`src/sv/rwl_pkg.sv`:
```
package rwl_pkg;

	// Waiting room per queue and significant bits of a thread identifier.
	localparam int QUEUE_DEPTH = 16;
	localparam int TID_BITS = 8;

	// Widths of the stream fields.
	localparam int TID_FIELD_W = 8;
	localparam int KIND_W = 2;
	localparam int CODE_W = 3;

	// Identifier bits that survive the 8-bit field.
	localparam int TID_W = (TID_BITS < TID_FIELD_W) ? TID_BITS : TID_FIELD_W;

	localparam int PTR_W = (QUEUE_DEPTH > 1) ? $clog2(QUEUE_DEPTH) : 1;
	localparam int CNT_W = $clog2(QUEUE_DEPTH + 1);
	localparam int SUM_W = PTR_W + 1;

	localparam int RC_W = 9;
	localparam logic [RC_W-1:0] RC_MAX = '1;

	typedef logic [TID_W-1:0] tid_t;
	typedef logic [PTR_W-1:0] ptr_t;
	typedef logic [CNT_W-1:0] cnt_t;
	typedef logic [RC_W-1:0] rc_t;

	typedef enum logic [KIND_W-1:0] {
		KIND_READ = 2'd0,
		KIND_WRITE = 2'd1,
		KIND_UNLOCK = 2'd2
	} kind_t;

	typedef enum logic [CODE_W-1:0] {
		RES_GRANTED = 3'd0,
		RES_QUEUED = 3'd1,
		RES_NOT_OWNER = 3'd2,
		RES_FULL = 3'd3,
		RES_WAKE_READ = 3'd4,
		RES_WAKE_WRITE = 3'd5
	} res_code_t;

	typedef enum logic [1:0] {
		ST_IDLE,
		ST_EXEC,
		ST_WAKE_W,
		ST_DRAIN
	} state_t;

	typedef struct packed {
		res_code_t code;
		tid_t tid;
		logic last;
	} res_t;

	typedef struct packed {
		logic we;
		ptr_t waddr;
		tid_t wdata;
		logic re;
		ptr_t raddr;
	} ram_req_t;

	// Tail slot of a ring buffer: head plus fill, wrapped once.
	function automatic ptr_t ring_addr(input ptr_t head, input cnt_t cnt);
		logic [SUM_W-1:0] sum;
		sum = SUM_W'(head) + SUM_W'(cnt);
		if (sum >= SUM_W'(QUEUE_DEPTH)) begin
			sum = sum - SUM_W'(QUEUE_DEPTH);
		end
		return sum[PTR_W-1:0];
	endfunction

	function automatic ptr_t ring_inc(input ptr_t head);
		return (head == PTR_W'(QUEUE_DEPTH - 1)) ? '0 : head + PTR_W'(1);
	endfunction

endpackage

```
`src/sv/writer_preferring_rwlock.sv`:
```
// Reader-writer lock manager that favors writers.
// Requests arrive as beats on the s_axis channel: tuser carries the kind (read lock,
// write lock, unlock) and tdata the requesting thread. Results leave as beats on the
// m_axis channel: tuser carries the result code, tdata the thread concerned, and tlast
// marks the final result that a request causes. A request kind of 3 is dropped silently.
// The block works on one request at a time. An accepted beat is registered, and its
// first result then goes to the output register; only after that can the next request
// be taken. An unlock that hands the lock to a waiting writer passes through a further
// state, since the writer's identifier comes out of the registered read port of the
// writer queue memory. An unlock that wakes queued readers drains them one by one: the
// reader queue memory is read once per cycle while the receiver does not stall, one
// reader per result beat.
// Both wait queues are ring buffers in single-port-per-direction memories; pushes and
// pops never touch the same entry in one cycle because requests are serialized.
// Reset clears the lock, the reader count and both queue fills at once; the queue
// memories need no clearing. When the receiver stalls, the output register holds its
// beat and the sequencer waits, so no result is lost and no new request is accepted
// until all results of the current one have entered the output register.
module writer_preferring_rwlock import rwl_pkg::*; (
	input  logic                   clk,
	input  logic                   arst_n,
	input  logic                   s_axis_tvalid,
	output logic                   s_axis_tready,
	input  logic [TID_FIELD_W-1:0] s_axis_tdata,  // [7:0] requester_tid
	input  logic [KIND_W-1:0]      s_axis_tuser,  // [1:0] kind
	output logic                   m_axis_tvalid,
	input  logic                   m_axis_tready,
	output logic [TID_FIELD_W-1:0] m_axis_tdata,  // [7:0] thread_id
	output logic [CODE_W-1:0]      m_axis_tuser,  // [2:0] result_code
	output logic                   m_axis_tlast
);

	logic res_valid;
	logic res_ready;
	res_t res;
	res_t out_res;
	ram_req_t wq_req;
	ram_req_t rq_req;
	tid_t wq_rdata;
	tid_t rq_rdata;

	// Sequencer holding the lock state and the queue pointers.
	rwl_ctrl u_ctrl (
		.clk      (clk),
		.arst_n   (arst_n),
		.in_valid (s_axis_tvalid),
		.in_ready (s_axis_tready),
		.in_kind  (s_axis_tuser),
		.in_tid   (s_axis_tdata[TID_W-1:0]),
		.res_valid(res_valid),
		.res_ready(res_ready),
		.res      (res),
		.wq_req   (wq_req),
		.wq_rdata (wq_rdata),
		.rq_req   (rq_req),
		.rq_rdata (rq_rdata)
	);

	// Waiting writers.
	rwl_ram #(.WIDTH(TID_W), .DEPTH(QUEUE_DEPTH)) u_wq_ram (
		.clk  (clk),
		.we   (wq_req.we),
		.waddr(wq_req.waddr),
		.wdata(wq_req.wdata),
		.re   (wq_req.re),
		.raddr(wq_req.raddr),
		.rdata(wq_rdata)
	);

	// Waiting readers.
	rwl_ram #(.WIDTH(TID_W), .DEPTH(QUEUE_DEPTH)) u_rq_ram (
		.clk  (clk),
		.we   (rq_req.we),
		.waddr(rq_req.waddr),
		.wdata(rq_req.wdata),
		.re   (rq_req.re),
		.raddr(rq_req.raddr),
		.rdata(rq_rdata)
	);

	// Output register between the sequencer and the result channel.
	rwl_out u_out (
		.clk      (clk),
		.arst_n   (arst_n),
		.in_valid (res_valid),
		.in_ready (res_ready),
		.in_res   (res),
		.out_valid(m_axis_tvalid),
		.out_ready(m_axis_tready),
		.out_res  (out_res)
	);

	assign m_axis_tdata = TID_FIELD_W'(out_res.tid);
	assign m_axis_tuser = out_res.code;
	assign m_axis_tlast = out_res.last;

endmodule

```
`src/sv/rwl_ram.sv`:
```
module rwl_ram #(
	parameter int WIDTH = 8,
	parameter int DEPTH = 16
) (
	input  logic                     clk,
	input  logic                     we,
	input  logic [$clog2(DEPTH)-1:0] waddr,
	input  logic [WIDTH-1:0]         wdata,
	input  logic                     re,
	input  logic [$clog2(DEPTH)-1:0] raddr,
	output logic [WIDTH-1:0]         rdata
);

	logic [WIDTH-1:0] mem [DEPTH];

	always_ff @(posedge clk) begin
		if (we) begin
			mem[waddr] <= wdata;
		end
		if (re) begin
			rdata <= mem[raddr];
		end
	end

endmodule

```
`src/sv/rwl_out.sv`:
```
module rwl_out import rwl_pkg::*; (
	input  logic clk,
	input  logic arst_n,
	input  logic in_valid,
	output logic in_ready,
	input  res_t in_res,
	output logic out_valid,
	input  logic out_ready,
	output res_t out_res
);

	logic valid_q;
	res_t res_q;

	// The register can take a new beat when empty or when its beat leaves now.
	assign in_ready = !valid_q || out_ready;
	assign out_valid = valid_q;
	assign out_res = res_q;

	always_ff @(posedge clk or negedge arst_n) begin
		if (!arst_n) begin
			valid_q <= 1'b0;
		end else if (in_ready) begin
			valid_q <= in_valid;
		end
	end

	always_ff @(posedge clk) begin
		if (in_ready && in_valid) begin
			res_q <= in_res;
		end
	end

endmodule

```
`src/sv/rwl_ctrl.sv`:
```
module rwl_ctrl import rwl_pkg::*; (
	input  logic     clk,
	input  logic     arst_n,
	input  logic     in_valid,
	output logic     in_ready,
	input  logic [KIND_W-1:0] in_kind,
	input  tid_t     in_tid,
	output logic     res_valid,
	input  logic     res_ready,
	output res_t     res,
	output ram_req_t wq_req,
	input  tid_t     wq_rdata,
	output ram_req_t rq_req,
	input  tid_t     rq_rdata
);

	state_t state_q, state_d;
	logic [KIND_W-1:0] kind_q;
	tid_t tid_q;

	logic wh_q, wh_d;
	tid_t owner_q, owner_d;
	rc_t rc_q, rc_d;
	cnt_t wq_cnt_q, wq_cnt_d, rq_cnt_q, rq_cnt_d;
	ptr_t wq_head_q, wq_head_d, rq_head_q, rq_head_d;

	logic rel_ok;
	rc_t rc_rel;
	logic wake_w;
	logic wake_r;

	// Unlock decode: a valid release, and what follows once the lock is free.
	always_comb begin
		rel_ok = (kind_q == KIND_UNLOCK) && (wh_q ? (owner_q == tid_q) : (rc_q != '0));
		rc_rel = wh_q ? rc_q : rc_q - RC_W'(1);
		wake_w = rel_ok && (rc_rel == '0) && (wq_cnt_q != '0);
		wake_r = rel_ok && (rc_rel == '0) && (wq_cnt_q == '0) && (rq_cnt_q != '0);
	end

	always_comb begin
		state_d = state_q;
		unique case (state_q)
			ST_IDLE: begin
				if (in_valid) begin
					state_d = ST_EXEC;
				end
			end
			ST_EXEC: begin
				if (kind_q != KIND_READ && kind_q != KIND_WRITE && kind_q != KIND_UNLOCK) begin
					state_d = ST_IDLE;
				end else if (res_ready) begin
					if (wake_w) begin
						state_d = ST_WAKE_W;
					end else if (wake_r) begin
						state_d = ST_DRAIN;
					end else begin
						state_d = ST_IDLE;
					end
				end
			end
			ST_WAKE_W: begin
				if (res_ready) begin
					state_d = ST_IDLE;
				end
			end
			ST_DRAIN: begin
				if (res_ready && rq_cnt_q == '0) begin
					state_d = ST_IDLE;
				end
			end
			default: state_d = ST_IDLE;
		endcase
	end

	always_comb begin
		in_ready = (state_q == ST_IDLE);
		res_valid = 1'b0;
		res.code = RES_GRANTED;
		res.tid = tid_q;
		res.last = 1'b1;
		wq_req = '0;
		rq_req = '0;
		wh_d = wh_q;
		owner_d = owner_q;
		rc_d = rc_q;
		wq_cnt_d = wq_cnt_q;
		wq_head_d = wq_head_q;
		rq_cnt_d = rq_cnt_q;
		rq_head_d = rq_head_q;

		unique case (state_q)
			ST_EXEC: begin
				if (res_ready) begin
					unique case (kind_q)
						KIND_READ: begin
							res_valid = 1'b1;
							if (!wh_q && wq_cnt_q == '0) begin
								if (rc_q == RC_MAX) begin
									res.code = RES_FULL;
								end else begin
									rc_d = rc_q + RC_W'(1);
								end
							end else if (rq_cnt_q == CNT_W'(QUEUE_DEPTH)) begin
								res.code = RES_FULL;
							end else begin
								res.code = RES_QUEUED;
								rq_req.we = 1'b1;
								rq_req.waddr = ring_addr(rq_head_q, rq_cnt_q);
								rq_req.wdata = tid_q;
								rq_cnt_d = rq_cnt_q + CNT_W'(1);
							end
						end
						KIND_WRITE: begin
							res_valid = 1'b1;
							if (!wh_q && rc_q == '0) begin
								wh_d = 1'b1;
								owner_d = tid_q;
							end else if (wq_cnt_q == CNT_W'(QUEUE_DEPTH)) begin
								res.code = RES_FULL;
							end else begin
								res.code = RES_QUEUED;
								wq_req.we = 1'b1;
								wq_req.waddr = ring_addr(wq_head_q, wq_cnt_q);
								wq_req.wdata = tid_q;
								wq_cnt_d = wq_cnt_q + CNT_W'(1);
							end
						end
						KIND_UNLOCK: begin
							res_valid = 1'b1;
							if (!rel_ok) begin
								res.code = RES_NOT_OWNER;
							end else begin
								res.last = !(wake_w || wake_r);
								wh_d = 1'b0;
								owner_d = '0;
								rc_d = rc_rel;
								if (wake_w) begin
									// Ownership moves now; the identifier lands in the next cycle.
									wq_req.re = 1'b1;
									wq_req.raddr = wq_head_q;
									wq_head_d = ring_inc(wq_head_q);
									wq_cnt_d = wq_cnt_q - CNT_W'(1);
									wh_d = 1'b1;
								end
								if (wake_r) begin
									rq_req.re = 1'b1;
									rq_req.raddr = rq_head_q;
									rq_head_d = ring_inc(rq_head_q);
									rq_cnt_d = rq_cnt_q - CNT_W'(1);
									rc_d = RC_W'(1);
								end
							end
						end
						default: ;
					endcase
				end
			end
			ST_WAKE_W: begin
				if (res_ready) begin
					res_valid = 1'b1;
					res.code = RES_WAKE_WRITE;
					res.tid = wq_rdata;
					owner_d = wq_rdata;
				end
			end
			ST_DRAIN: begin
				// Read data holds while the output stalls, since no new read is issued.
				if (res_ready) begin
					res_valid = 1'b1;
					res.code = RES_WAKE_READ;
					res.tid = rq_rdata;
					res.last = (rq_cnt_q == '0);
					if (rq_cnt_q != '0) begin
						rq_req.re = 1'b1;
						rq_req.raddr = rq_head_q;
						rq_head_d = ring_inc(rq_head_q);
						rq_cnt_d = rq_cnt_q - CNT_W'(1);
						rc_d = rc_q + RC_W'(1);
					end
				end
			end
			default: ;
		endcase
	end

	always_ff @(posedge clk or negedge arst_n) begin
		if (!arst_n) begin
			state_q <= ST_IDLE;
			wh_q <= 1'b0;
			owner_q <= '0;
			rc_q <= '0;
			wq_cnt_q <= '0;
			wq_head_q <= '0;
			rq_cnt_q <= '0;
			rq_head_q <= '0;
		end else begin
			state_q <= state_d;
			wh_q <= wh_d;
			owner_q <= owner_d;
			rc_q <= rc_d;
			wq_cnt_q <= wq_cnt_d;
			wq_head_q <= wq_head_d;
			rq_cnt_q <= rq_cnt_d;
			rq_head_q <= rq_head_d;
		end
	end

	always_ff @(posedge clk) begin
		if (in_ready && in_valid) begin
			kind_q <= in_kind;
			tid_q <= in_tid;
		end
	end

endmodule

```
`config.mk`:
```
export PLATFORM = sky130hd
export DESIGN_NAME = writer_preferring_rwlock
export DESIGN_NICKNAME = d
export VERILOG_FILES = /design/src/sv/rwl_pkg.sv /design/src/sv/writer_preferring_rwlock.sv /design/src/sv/rwl_ram.sv /design/src/sv/rwl_out.sv /design/src/sv/rwl_ctrl.sv
export SDC_FILE = /design/constraint.sdc
export NUM_CORES = 1
export LEC_CHECK = 0
export BUFFER_PORTS_ARGS = -buffer_cell sky130_fd_sc_hd__buf_2
export CAP_MARGIN = 20
export CORE_AREA = 8 8 144 213
export DETAILED_ROUTE_END_ITERATION = 12
export DIE_AREA = 0 0 152 221
export GPL_ROUTABILITY_DRIVEN = 0
export PLACE_DENSITY = 0.7
export SETUP_SLACK_MARGIN = 0.05
export SYNTH_ARGS = -nofsm -noshare
export SYNTH_HDL_FRONTEND = slang
export SYNTH_SLANG_ARGS = --single-unit
```
`constraint.sdc`:
```
create_clock -name clk -period 4 [get_ports clk]
set_input_delay 0.2 -clock clk [delete_from_list [all_inputs] [get_ports clk]]
set_output_delay 0.2 -clock clk [all_outputs]
set_load 0.02 [all_outputs]
```
==> metrics.log, run 1 <==
[metrics] count of nets after finishing: between 1000 and 1500
[metrics] most used flip-flop cell after synthesis: sky130_fd_sc_hd__edfxtp_1
[metrics] final setup fails: 0
[metrics] type of the worst setup path: reg2reg
[metrics] Worst setup SP type: flop
[metrics] synthesized area divided by synthesized cell count: about 15 µm²
[metrics] Post-synth ARST share: 0.1171
[metrics] cell count after synthesis: around 1000
[metrics] starting density of the core: 0.5362
[metrics] die area: between 0.03 and 0.04 mm²
[metrics] summed instance area of the synthesized netlist: about 0.015 mm²
[metrics] die width: approximately 150 µm
[metrics] final worst clock skew: between 0.015 and 0.02 ns
[metrics] via count of the first global-routing pass: around 9000
[metrics] clock sink total: around 330
[metrics] Post-Route WL: between 30 and 40 mm
[metrics] kind of end point of the critical path: flop
[metrics] # Max-Cap Violations: 0
[metrics] total global routing overflow: 0
[metrics] wire per inst: 22.68 µm
[metrics] number of remaining DRC errors: 0
[metrics] overall track demand over capacity in global routing: 0.1979
[metrics] port bufs: 27
[metrics] depth of the worst register-to-register path: 10
[metrics] synthesized flop and latch total: ~330
[metrics] Tightest Hold Check Type: in2reg
[metrics] sequential share of power: 0.506
[metrics] number of flops mapped to enable cells by yosys: 294
[metrics] number of buffers added by the clock tree synthesis step: 30
[metrics] total half-perimeter wirelength after legalization and detailed placement: 22.29 mm
[metrics] fraction of the yosys area taken by sequential cells: 0.6605
[metrics] required arrival time at the worst endpoint: about 4.3 ns
[metrics] count of cell types in the netlist: 71
[metrics] Hold Startpoint: m_axis_tready
[metrics] Clock Latency Late Sink: 0.57 ns
[metrics] TritonCTS clock tree: built
[metrics] endpoint of the worst-slack reg-to-reg timing path: u_rq_ram.rdata[0]
[metrics] Power Dens Cells: approximately 490 mW/mm²
[metrics] Hold Violations, Final: 0
[metrics] Least-Margin Pin Slew: about 0.99 ns
[metrics] Int Power: a little over 6000 µW
[metrics] setup repair after global routing missed its margin: false
[metrics] per-cell via count in the routed design: 6.018
[metrics] count of antenna diodes in the layout: 0
[metrics] switching power: 2094 µW
[metrics] count of TritonRoute iterations in the first routing pass: 6
[metrics] max-slew headroom at the worst pin: 0.3344
[metrics] Fmax achieved: 0.2738 GHz
[metrics] Post-Synthesis Net Count: between 1000 and 1500
[metrics] top cell type's share of synthesized area: 0.5947
[metrics] # H-tree levels: 1
[metrics] CP Data Arrival Time: 3.98 ns
[metrics] total I/O pin count: 28
[metrics] endpoint of the worst hold-timing path: u_ctrl.state_q[1]
[metrics] remaining antenna violation count after routing: 0
[metrics] area added between synthesis and finish: 12.58%
[metrics] fraction of power consumed by combinational cells: 0.128
[metrics] crit share post-route: 0.9130
[metrics] Net Sw Frac: 0.2555
[metrics] Setup TNS Final: 0 ns
[metrics] reg2reg setup slack: approximately 0.35 ns
[metrics] outcome: complete, no violations
[metrics] CTS clock-pin slew for the worst setup and hold paths: ~0.07 ns
[metrics] Floorplan Core Area: 0.02768 mm²
[metrics] layout cell share with drive strength beyond 1: 0.1850
[metrics] clock root buffer: sky130_fd_sc_hd__clkbuf_16
[metrics] Row Count: 75
[metrics] setup repair bufs after CTS: 0
[metrics] Max IR drop VDD: approximately 360 µV
[metrics] part of the total power dissipated in the clock network: 0.366
[metrics] worst-path maximum fanout: 22
[metrics] Final min period: approximately 3.7 ns
[metrics] max-slew violations: 0
[metrics] number of antenna violations at the first check in global routing: 0
[metrics] worst hold path stage count: 4
[metrics] initial DRC count: 628
[metrics] height of the chip: 221 µm
[metrics] largest net degree at the start of global routing: between 50 and 60
[metrics] DR vias: between 8000 and 9000
[metrics] Layout Utilization: 0.6037
[metrics] Reg2Reg Launch Point: u_ctrl.rc_q[0]
[metrics] cell type contributing the most total cell area after synthesis: sky130_fd_sc_hd__edfxtp_1
[metrics] maximum number of buffers from clock root to sink: 3
[metrics] Yosys Warn Count: 0
[metrics] leading post-synthesis cells by cell area: sky130_fd_sc_hd__edfxtp_1, sky130_fd_sc_hd__dfrtp_1, sky130_fd_sc_hd__mux4_2, sky130_fd_sc_hd__mux2i_1, sky130_fd_sc_hd__nand2_1
[metrics] Static Leak: about 0.0057 µW
[metrics] global-route wire length before repair: ~52 mm
power groups by stage:
stage | logic [µW] | clock network (µW) | registers, µW
after floorplan | 781 | 0 | 4150
after global placement | 1020 | 0 | 4210
after detailed placement | 1030 | 0 | 4220
after CTS | 1040 | 3060 | 4150
after global routing | 1150 | 3200 | 4170
final | 1050 | 3000 | 4150
placed cells by master, fill, tap and decap left out, types with 27 or more instances in the layout:
master / Yosys / final
sky130_fd_sc_hd__mux4_2: 35 / 35
sky130_fd_sc_hd__o21ai_0: 49 / 49
sky130_fd_sc_hd__edfxtp_1: 294 / 294
sky130_fd_sc_hd__a21oi_1: 27 / 27
sky130_fd_sc_hd__buf_2: 4 / 27
sky130_fd_sc_hd__buf_4: 1 / 41
sky130_fd_sc_hd__mux2i_1: 56 / 56
sky130_fd_sc_hd__dfrtp_1: 39 / 35
sky130_fd_sc_hd__nand2_1: 81 / 81
sky130_fd_sc_hd__clkbuf_16: 0 / 31
sky130_fd_sc_hd__nor2_1: 62 / 62
worst max path at each step:
stage | slack, ns | endpoint | start | cells after the start
after global placement | 0.52 | u_rq_ram.rdata[6] | u_ctrl.rc_q[0] | 10
after global routing | 0.02 | u_rq_ram.rdata[0] | u_ctrl.rc_q[0] | 10
final | 0.35 | u_rq_ram.rdata[0] | u_ctrl.rc_q[0] | 10
after floorplan | 0.91 | u_wq_ram.rdata[3] | u_ctrl.rc_q[0] | 8
after CTS | 0.37 | u_rq_ram.rdata[7] | u_ctrl.rc_q[0] | 10
after detailed placement | 0.38 | u_rq_ram.rdata[7] | u_ctrl.rc_q[0] | 10
state kept, by name, indices dropped and copies added (netlist names), 5 cells and up:
signal,cells
u_rq_ram.mem,128
u_wq_ram.mem,128
u_out.out_res,12
u_ctrl.rc_q,9
u_ctrl.owner_q,8
u_ctrl.tid_q,8
u_rq_ram.rdata,8
u_wq_ram.rdata,8
u_ctrl.rq_cnt_q,5
u_ctrl.wq_cnt_q,5
cell usage after synthesis, drive strengths merged (4+ instances only):
cell and count:
edfxtp 294, nand2 81, nor2 63, mux2i 56, o21ai 50, dfrtp 39
clkbuf 38, mux4 35, a21oi 27, mux2 23, xor2 23, and2 22
ha 21, inv 21, nor3 21, a31oi 19, nand2b 18, xnor2 15
buf 10, nor4 10, a211oi 9, a21o 9, nand3 9, o211ai 9
or3 9, a2111oi 8, a22oi 8, a31o 8, o211a 8, nor2b 7
and3 4, nand4 4, o31ai 4, or2 4
layout make-up:
type                       count  area [µm²]
fill                        2079       10970
sequential                   333        9809
multi-input combinational    616        4763
clock buffer                  37       828.3
timing repair buffer          82       594.3
tap                          346       432.9
clock inverter                19       200.2
inverter                      21       82.58
cell families after synthesis:
group,synth area share
AO/OA/AOI/OAI,0.07906
XOR/XNOR,0.02242
adder cells (fa/ha/maj),0.02175
buffers and inverters,0.01863
flip-flops,0.6605
multiplexers,0.1083
AND/OR/NAND/NOR,0.08935
critical path: stages (launching register included):
cell                         delay, ns
sky130_fd_sc_hd__dfrtp_1          0.45
sky130_fd_sc_hd__inv_1            0.16
sky130_fd_sc_hd__ha_1             0.24
sky130_fd_sc_hd__or4b_2           0.66
sky130_fd_sc_hd__xor2_1           0.19
sky130_fd_sc_hd__nand4_1          0.16
sky130_fd_sc_hd__nor4_1           0.08
sky130_fd_sc_hd__a31oi_1          0.45
sky130_fd_sc_hd__clkinvlp_4       0.51
sky130_fd_sc_hd__buf_4            0.29
sky130_fd_sc_hd__o211a_1          0.20
metal layers:
layer | GRT usage | share of wire | vias up
met5 | 0 | 0 | -
met4 | 0.09123 | 0.039 | 0
met3 | 0.02302 | 0.039 | 66
met2 | 0.3536 | 0.52 | 240
met1 | 0.2353 | 0.40 | 4401
li1 | - | - | 4043
per-stage QoR:
step / setup WS [ns] / std cells / area [µm²] / total power [µW] / hold slack (ns)
floorplan: 0.9081 / 1018 / 14840 / 4929 / -0.09559
global placement: 0.5174 / 1384 / 15530 / 5229 / 0.3764
detailed placement: 0.3792 / 1384 / 15530 / 5247 / 0.3788
CTS: 0.3679 / 1451 / 16670 / 8252 / 0.02651
global route: 0.02363 / 1454 / 16710 / 8521 / 0.05457
finish: 0.3478 / 1454 / 16710 / 8196 / 0.05019
timing repair:
item                                    CTS  global route
resized for setup                         0             1
hold buffers                             11             1
endpoints found under the setup margin    0             4
endpoints found under the hold margin    49             4
(Power assumes the default switching activity.)
==> run 2, diff against run 1 <==
- CORE_AREA: 8 8 144 213 -> 8 8 174 176
- DIE_AREA: 0 0 152 221 -> 0 0 182 184
- clock period: 4 -> 4.5 ns (I/O delays scaled with it)
==> run 2 against run 1 <==
Effect of this change: hold slack improved by 0.068 ns; via count up 0.23%; cell area decreased by 1.5%; critical path type unchanged; highest routed layer unchanged; flip-flop and latch count stayed put; power fell by 12%; combinational power decreased by 14%; final cell count fell by 1.9%; maximum frequency fell by 6.0%.
==> metrics.log, run 2 (synthesis gave the netlist of run 1 again) <==
[metrics] Static Leak: approximately 0.0056 µW
[metrics] setup repair bufs after CTS: 0
[metrics] clock root buffer: sky130_fd_sc_hd__clkbuf_16
[metrics] # H-tree levels: 2
[metrics] outcome: complete, no violations
[metrics] Least-Margin Pin Slew: between 1 and 1.5 ns
[metrics] count of TritonRoute iterations in the first routing pass: 5
[metrics] remaining antenna violation count after routing: 0
[metrics] Hold Violations, Final: 0
[metrics] depth of the worst register-to-register path: 10
[metrics] endpoint of the worst-slack reg-to-reg timing path: u_rq_ram.rdata[6]
[metrics] required arrival time at the worst endpoint: 4.77 ns
[metrics] port bufs: 27
[metrics] Floorplan Core Area: 0.02748 mm²
[metrics] maximum number of buffers from clock root to sink: 3
[metrics] area added between synthesis and finish: 10.91%
[metrics] number of antenna violations at the first check in global routing: 0
[metrics] Max IR drop VDD: roughly 290 µV
[metrics] type of the worst setup path: reg2reg
[metrics] cell at the slowest stage of the critical path: sky130_fd_sc_hd__or4b_2
[metrics] worst hold path stage count: 4
[metrics] max-slew violations: 0
[metrics] fillers: 2093
[metrics] Tightest Hold Check Type: in2reg
[metrics] setup repair after global routing missed its margin: false
[metrics] number of remaining DRC errors: 0
[metrics] die width: approximately 180 µm
[metrics] Setup TNS Final: 0 ns
[metrics] reg2reg setup slack: 0.62 ns
[metrics] via count of the first global-routing pass: around 8600
[metrics] Worst setup SP type: flop
[metrics] final worst clock skew: about 0.016 ns
[metrics] clock sink total: between 300 and 400
[metrics] max-slew headroom at the worst pin: 0.3105
[metrics] Power Dens Cells: between 400 and 500 mW/mm²
[metrics] Post-Route WL: roughly 32 mm
[metrics] # Max-Cap Violations: 0
[metrics] Post-Place Worst Slack: about 0.42 ns
[metrics] layout cell share with drive strength beyond 1: 0.1583
[metrics] Clock Latency Late Sink: around 0.52 ns
[metrics] overall track demand over capacity in global routing: 0.1942
[metrics] final setup slack of the worst path: 0.6156 ns
[metrics] commonest non-fill, non-tap cells in the layout: sky130_fd_sc_hd__edfxtp_1, sky130_fd_sc_hd__nand2_1, sky130_fd_sc_hd__nor2_1, sky130_fd_sc_hd__mux2i_1, sky130_fd_sc_hd__o21ai_0
[metrics] Hold Startpoint: m_axis_tready
[metrics] TritonCTS clock tree: built
[metrics] placed cells: roughly 1400
[metrics] initial DRC count: 930
[metrics] Final Cell Area: 0.01646 mm²
[metrics] most common library cell in the layout ignoring fill and taps: sky130_fd_sc_hd__edfxtp_1
[metrics] Reg2Reg Launch Point: u_ctrl.rc_q[0]
[metrics] Fmax achieved: roughly 0.26 GHz
[metrics] worst-path maximum fanout: 27
[metrics] starting density of the core: 0.5403
[metrics] largest net degree at the start of global routing: 54
[metrics] CP Data Arrival Time: ~4.2 ns
[metrics] total I/O pin count: 28
[metrics] wire per inst: 22.74 µm
[metrics] instance area after placement: about 0.015 mm²
[metrics] endpoint of the worst hold-timing path: u_ctrl.state_q[1]
[metrics] Row Count: about 60
[metrics] Worst path max stage delay: ~0.66 ns
[metrics] area of the multi-input gates: 0.004763 mm²
[metrics] count of antenna diodes in the layout: 0
[metrics] number of standard cells in the final layout excluding fillers: 1426
[metrics] total global routing overflow: 0
[metrics] DR vias: about 8800
[metrics] CP cell instances: inv_1 -> ha_1 -> or4b_2 -> xor2_1 -> nand4_1 -> nor4_1 -> a31oi_1 -> clkinvlp_4 -> o211ai_1 -> o211a_1
[metrics] kind of end point of the critical path: flop
[metrics] total half-perimeter wirelength after legalization and detailed placement: approximately 21 mm
[metrics] final setup fails: 0
[metrics] die area: between 0.03 and 0.04 mm²
[metrics] height of the chip: 184 µm
[metrics] Final min period: around 4 ns
[metrics] area taken by flip-flops and latches: approximately 0.0098 mm²
[metrics] number of buffers added by the clock tree synthesis step: 36
[metrics] crit share post-route: 0.8632
[metrics] global-route wire length before repair: roughly 50 mm
[metrics] Layout Utilization: 0.5992
[metrics] CTS clock-pin slew for the worst setup and hold paths: around 0.060 ns
[metrics] count of nets after finishing: between 1000 and 1500
[metrics] per-cell via count in the routed design: between 6 and 7
==> run 2: cell types whose count changed in the layout (fill, tap and decap cells not counted), sizes merged, moves of 3 or more <==
cell | previous run | this run
buf | 70 | 40
bufinv | 4 | 0
clkbuf | 37 | 46
clkinvlp | 5 | 1
inv | 20 | 23
==> run 2: cell type report <==
| class | count | share of cell area |
|---|---|---|
| Tap cell | 346 | 0.02630 |
| Clock buffer | 46 | 0.05700 |
| Sequential cell | 333 | 0.5958 |
| Clock inverter | 13 | 0.005700 |
| Inverter | 21 | 0.005016 |
| Timing Repair Buffer | 51 | 0.02082 |
| Multi-Input combinational cell | 616 | 0.2893 |
==> run 2: how the worst max path moves through the flow <==
stage | from | to | cells past startpoint
global placement | u_ctrl.rc_q[0] | u_rq_ram.rdata[4] | 10
detailed placement | u_ctrl.rc_q[0] | u_rq_ram.rdata[1] | 10
finish | u_ctrl.rc_q[0] | u_rq_ram.rdata[6] | 10
CTS | u_ctrl.rc_q[0] | u_rq_ram.rdata[6] | 10
floorplan | u_ctrl.rc_q[0] | u_wq_ram.rdata[3] | 8
global route | u_ctrl.kind_q[0] | u_rq_ram.rdata[0] | 10
==> run 2: repair_timing <==
| item | 4_1_cts | 5_1_grt |
|---|---|---|
| hold buffers | 11 | 0 |
| endpoints found under the hold margin | 49 | 0 |
| endpoints found under the setup margin | 0 | 8 |
| gates resized for setup | 0 | 1 |
==> run 2: report_power, final <==
group          switching (µW)  internal [µW]  leakage, µW  total [µW]
logic                     542            359      0.00188         902
registers                 179           3520      0.00320        3700
clock network            1160           1480     0.000507        2640
==> run 2: through the flow <==
step | total power [µW] | hold WS, ns
after floorplan | 4381 | -0.07059
after global placement | 4616 | 0.4047
final | 7241 | 0.1185
after detailed placement | 4638 | 0.4100
after global routing | 7494 | 0.1150
after CTS | 7266 | 0.1029
==> run 2: routing by layer <==
layer  GRT usage  part of all wire  up-vias
li1            -                 -     3982
met1      0.2798              0.44     4395
met2      0.2981              0.46      338
met3     0.03775             0.074       55
met4     0.05510             0.021        0
met5           0                 0        -
==> run 2: critical path: cells and delay by family, from the launching register on <==
family | cells | cell delay, ns
XOR/XNOR | 1 | 0.21
AO/OA/AOI/OAI | 3 | 0.64
adder cells (fa/ha/maj) | 1 | 0.26
buffers and inverters | 2 | 0.60
flip-flops | 1 | 0.44
AND/OR/NAND/NOR | 3 | 1.48
==> run 3, diff against run 2 <==
--- a/config.mk
+++ b/config.mk
@@ -8,9 +8,9 @@
 export BUFFER_PORTS_ARGS = -buffer_cell sky130_fd_sc_hd__buf_2
 export CAP_MARGIN = 20
-export CORE_AREA = 8 8 174 176
+export CORE_AREA = 8 8 183 167
 export DETAILED_ROUTE_END_ITERATION = 12
-export DIE_AREA = 0 0 182 184
+export DIE_AREA = 0 0 191 175
 export GPL_ROUTABILITY_DRIVEN = 0
-export PLACE_DENSITY = 0.7
+export PLACE_DENSITY = 0.71
 export SETUP_SLACK_MARGIN = 0.05
 export SYNTH_ARGS = -nofsm -noshare
==> constraint.sdc (replaced) <==
create_clock -name clk -period 4.5 [get_ports clk]
set_input_delay 0.225 -clock clk [delete_from_list [all_inputs] [get_ports clk]]
set_output_delay 0.225 -clock clk [all_outputs]
set_load 0.05 [all_outputs]
==> run 3 against run 2 <==
Effect of this change: non-clock buffer count rose by 4; hold slack better by 0.015 ns; critical path depth did not move; global-route usage is 0.30 points higher; final cell count is 1.7% higher; first-iteration DRC count down 9.6%; clock power rose by 3%; critical path type unchanged.
==> metrics.log, run 3 (synthesis gave the netlist of run 1 again) <==
[metrics] outcome: complete, no violations
[metrics] global-route wire length before repair: ~51 mm
[metrics] max-slew violations: 0
[metrics] required arrival time at the worst endpoint: about 4.8 ns
[metrics] setup repair after global routing missed its margin: false
[metrics] overall track demand over capacity in global routing: 0.1972
[metrics] met2 global-route usage: 0.2983
[metrics] most common library cell in the layout ignoring fill and taps: sky130_fd_sc_hd__edfxtp_1
[metrics] die area: approximately 0.033 mm²
[metrics] starting density of the core: 0.5397
[metrics] Setup TNS Final: 0 ns
[metrics] crit share post-route: 0.8648
[metrics] Floorplan Core Area: 0.02750 mm²
[metrics] kind of end point of the critical path: flop
[metrics] Fmax achieved: between 0.2 and 0.3 GHz
[metrics] type of the worst setup path: reg2reg
[metrics] Worst setup SP type: flop
[metrics] clock root buffer: sky130_fd_sc_hd__clkbuf_16
[metrics] total I/O pin count: 28
[metrics] met1 layer usage reported by global route: 0.2887
[metrics] CTS clock-pin slew for the worst setup and hold paths: 0.06 ns
[metrics] area added between synthesis and finish: 11.60%
[metrics] Final min period: 3.892 ns
[metrics] # H-tree levels: 2
[metrics] number of antenna violations at the first check in global routing: 0
[metrics] count of antenna diodes in the layout: 0
[metrics] Static Leak: 0.005632 µW
[metrics] largest net degree at the start of global routing: 54
[metrics] Clock Latency Late Sink: about 0.53 ns
[metrics] commonest non-fill, non-tap cells in the layout: sky130_fd_sc_hd__edfxtp_1, sky130_fd_sc_hd__nand2_1, sky130_fd_sc_hd__nor2_1, sky130_fd_sc_hd__mux2i_1, sky130_fd_sc_hd__o21ai_0
[metrics] remaining antenna violation count after routing: 0
[metrics] clock sink total: about 330
[metrics] count of TritonRoute iterations in the first routing pass: 5
[metrics] area taken by flip-flops and latches: around 0.0098 mm²
[metrics] Row Count: 58
[metrics] grt peak-use layer: met2
[metrics] fillers: 2059
[metrics] port bufs: 27
[metrics] CP Data Arrival Time: approximately 4.2 ns
[metrics] area of the multi-input gates: approximately 0.0048 mm²
[metrics] wire per inst: 22.62 µm
[metrics] maximum number of buffers from clock root to sink: 3
[metrics] worst-path maximum fanout: 27
[metrics] die width: approximately 190 µm
[metrics] layout cell share with drive strength beyond 1: 0.1633
[metrics] Layout Utilization: 0.6023
[metrics] number of remaining DRC errors: 0
[metrics] height of the chip: around 180 µm
[metrics] final setup fails: 0
[metrics] total half-perimeter wirelength after legalization and detailed placement: about 21 mm
[metrics] Tightest Hold Check Type: in2reg
[metrics] Least-Margin Pin Slew: roughly 1.1 ns
[metrics] Max IR drop VDD: 332.8 µV
[metrics] per-cell via count in the routed design: 6.106
[metrics] met3 track demand over resource in global routing: 0.03966
[metrics] # Max-Cap Violations: 0
[metrics] final worst clock skew: 0.02050 ns
[metrics] number of buffers added by the clock tree synthesis step: 36
[metrics] Post-Route WL: approximately 33 mm
[metrics] TritonCTS clock tree: built
[metrics] DR vias: 8853
[metrics] total global routing overflow: 0
[metrics] Hold Violations, Final: 0
[metrics] Power Dens Cells: between 400 and 500 mW/mm²
[metrics] max-slew headroom at the worst pin: 0.2784
[metrics] via count of the first global-routing pass: a little under 9000
[metrics] initial DRC count: 841
[metrics] count of nets after finishing: around 1100
==> run 3: cell types whose count changed in the layout (fill, tap and decap cells not counted) <==
cell and change:
sky130_fd_sc_hd__clkbuf_1 +1, sky130_fd_sc_hd__bufinv_16 +1, sky130_fd_sc_hd__clkinv_2 +1, sky130_fd_sc_hd__clkinv_1 +2
sky130_fd_sc_hd__buf_4 +4, sky130_fd_sc_hd__clkinv_4 +1
==> run 3: critical path, stage by stage, from the launching register on <==
cell                         delay (ns)
sky130_fd_sc_hd__dfrtp_1           0.45
sky130_fd_sc_hd__inv_1             0.16
sky130_fd_sc_hd__ha_1              0.25
sky130_fd_sc_hd__or4b_2            0.66
sky130_fd_sc_hd__xor2_1            0.20
sky130_fd_sc_hd__nand4_1           0.19
sky130_fd_sc_hd__nor4_1            0.63
sky130_fd_sc_hd__a31oi_1           0.34
sky130_fd_sc_hd__clkinvlp_4        0.44
sky130_fd_sc_hd__o211ai_1          0.18
sky130_fd_sc_hd__o211a_1           0.14
==> run 3: per-layer routing <==
metal,routed length [µm],up-vias
met5,0,-
met4,646,0
met3,2478,60
met2,14770,339
met1,14910,4447
li1,-,4007
==> run 3: timing repair <==
item                                    4_1_cts  5_1_grt
hold endpoints to repair                     49        0
hold buffers                                 11        0
gates resized for setup                       0        1
buffers inserted                              0        0
endpoints found under the setup margin        0        1
==> run 3: cell type report <==
class	count	share of cell area
clock buffers	47	0.05687
clock inverters	18	0.008761
inverters	21	0.004985
multi-input cells	616	0.2875
flip-flops and latches	333	0.5921
well taps	360	0.02719
repair buffers	55	0.02251
==> run 3: through the flow <==
stage | power (µW) | cell area, µm² | hold slack, ns | cells | worst slack, ns
2_1_floorplan | 4404 | 14840 | -0.07059 | 1018 | 1.408
3_3_place_gp | 4644 | 15350 | 0.4050 | 1372 | 0.6199
3_5_place_dp | 4669 | 15360 | 0.4103 | 1373 | 0.4666
4_1_cts | 7404 | 16550 | 0.1233 | 1449 | 0.4094
5_1_grt | 7640 | 16570 | 0.1817 | 1450 | 0.3213
6_report | 7365 | 16570 | 0.1337 | 1450 | 0.6084
==> run 3: final timing paths <==
check	from	to	slack, ns	depth (start not counted)
min in group asynchronous	arst_n	u_ctrl.rc_q[2]	0.38	2
setup reg to reg	u_ctrl.rc_q[0]	u_rq_ram.rdata[5]	0.61	10
hold reg to reg	u_ctrl.rq_cnt_q[4]	u_ctrl.rq_cnt_q[4]	0.50	1
setup / recovery	u_ctrl.rc_q[0]	u_rq_ram.rdata[5]	0.61	10
max in group asynchronous	arst_n	u_ctrl.wq_head_q[0]	3.45	2
hold / removal	m_axis_tready	u_ctrl.state_q[1]	0.13	4
==> run 3: report_power, final <==
| part | total [µW] | internal, µW | switching, µW | leakage, µW |
|---|---|---|---|---|
| clock | 2730 | 1550 | 1180 | 0.000533 |
| combinational | 942 | 361 | 581 | 0.00190 |
| sequential | 3690 | 3520 | 171 | 0.00320 |
| total | 7360 | 5430 | 1930 | 0.00563 |
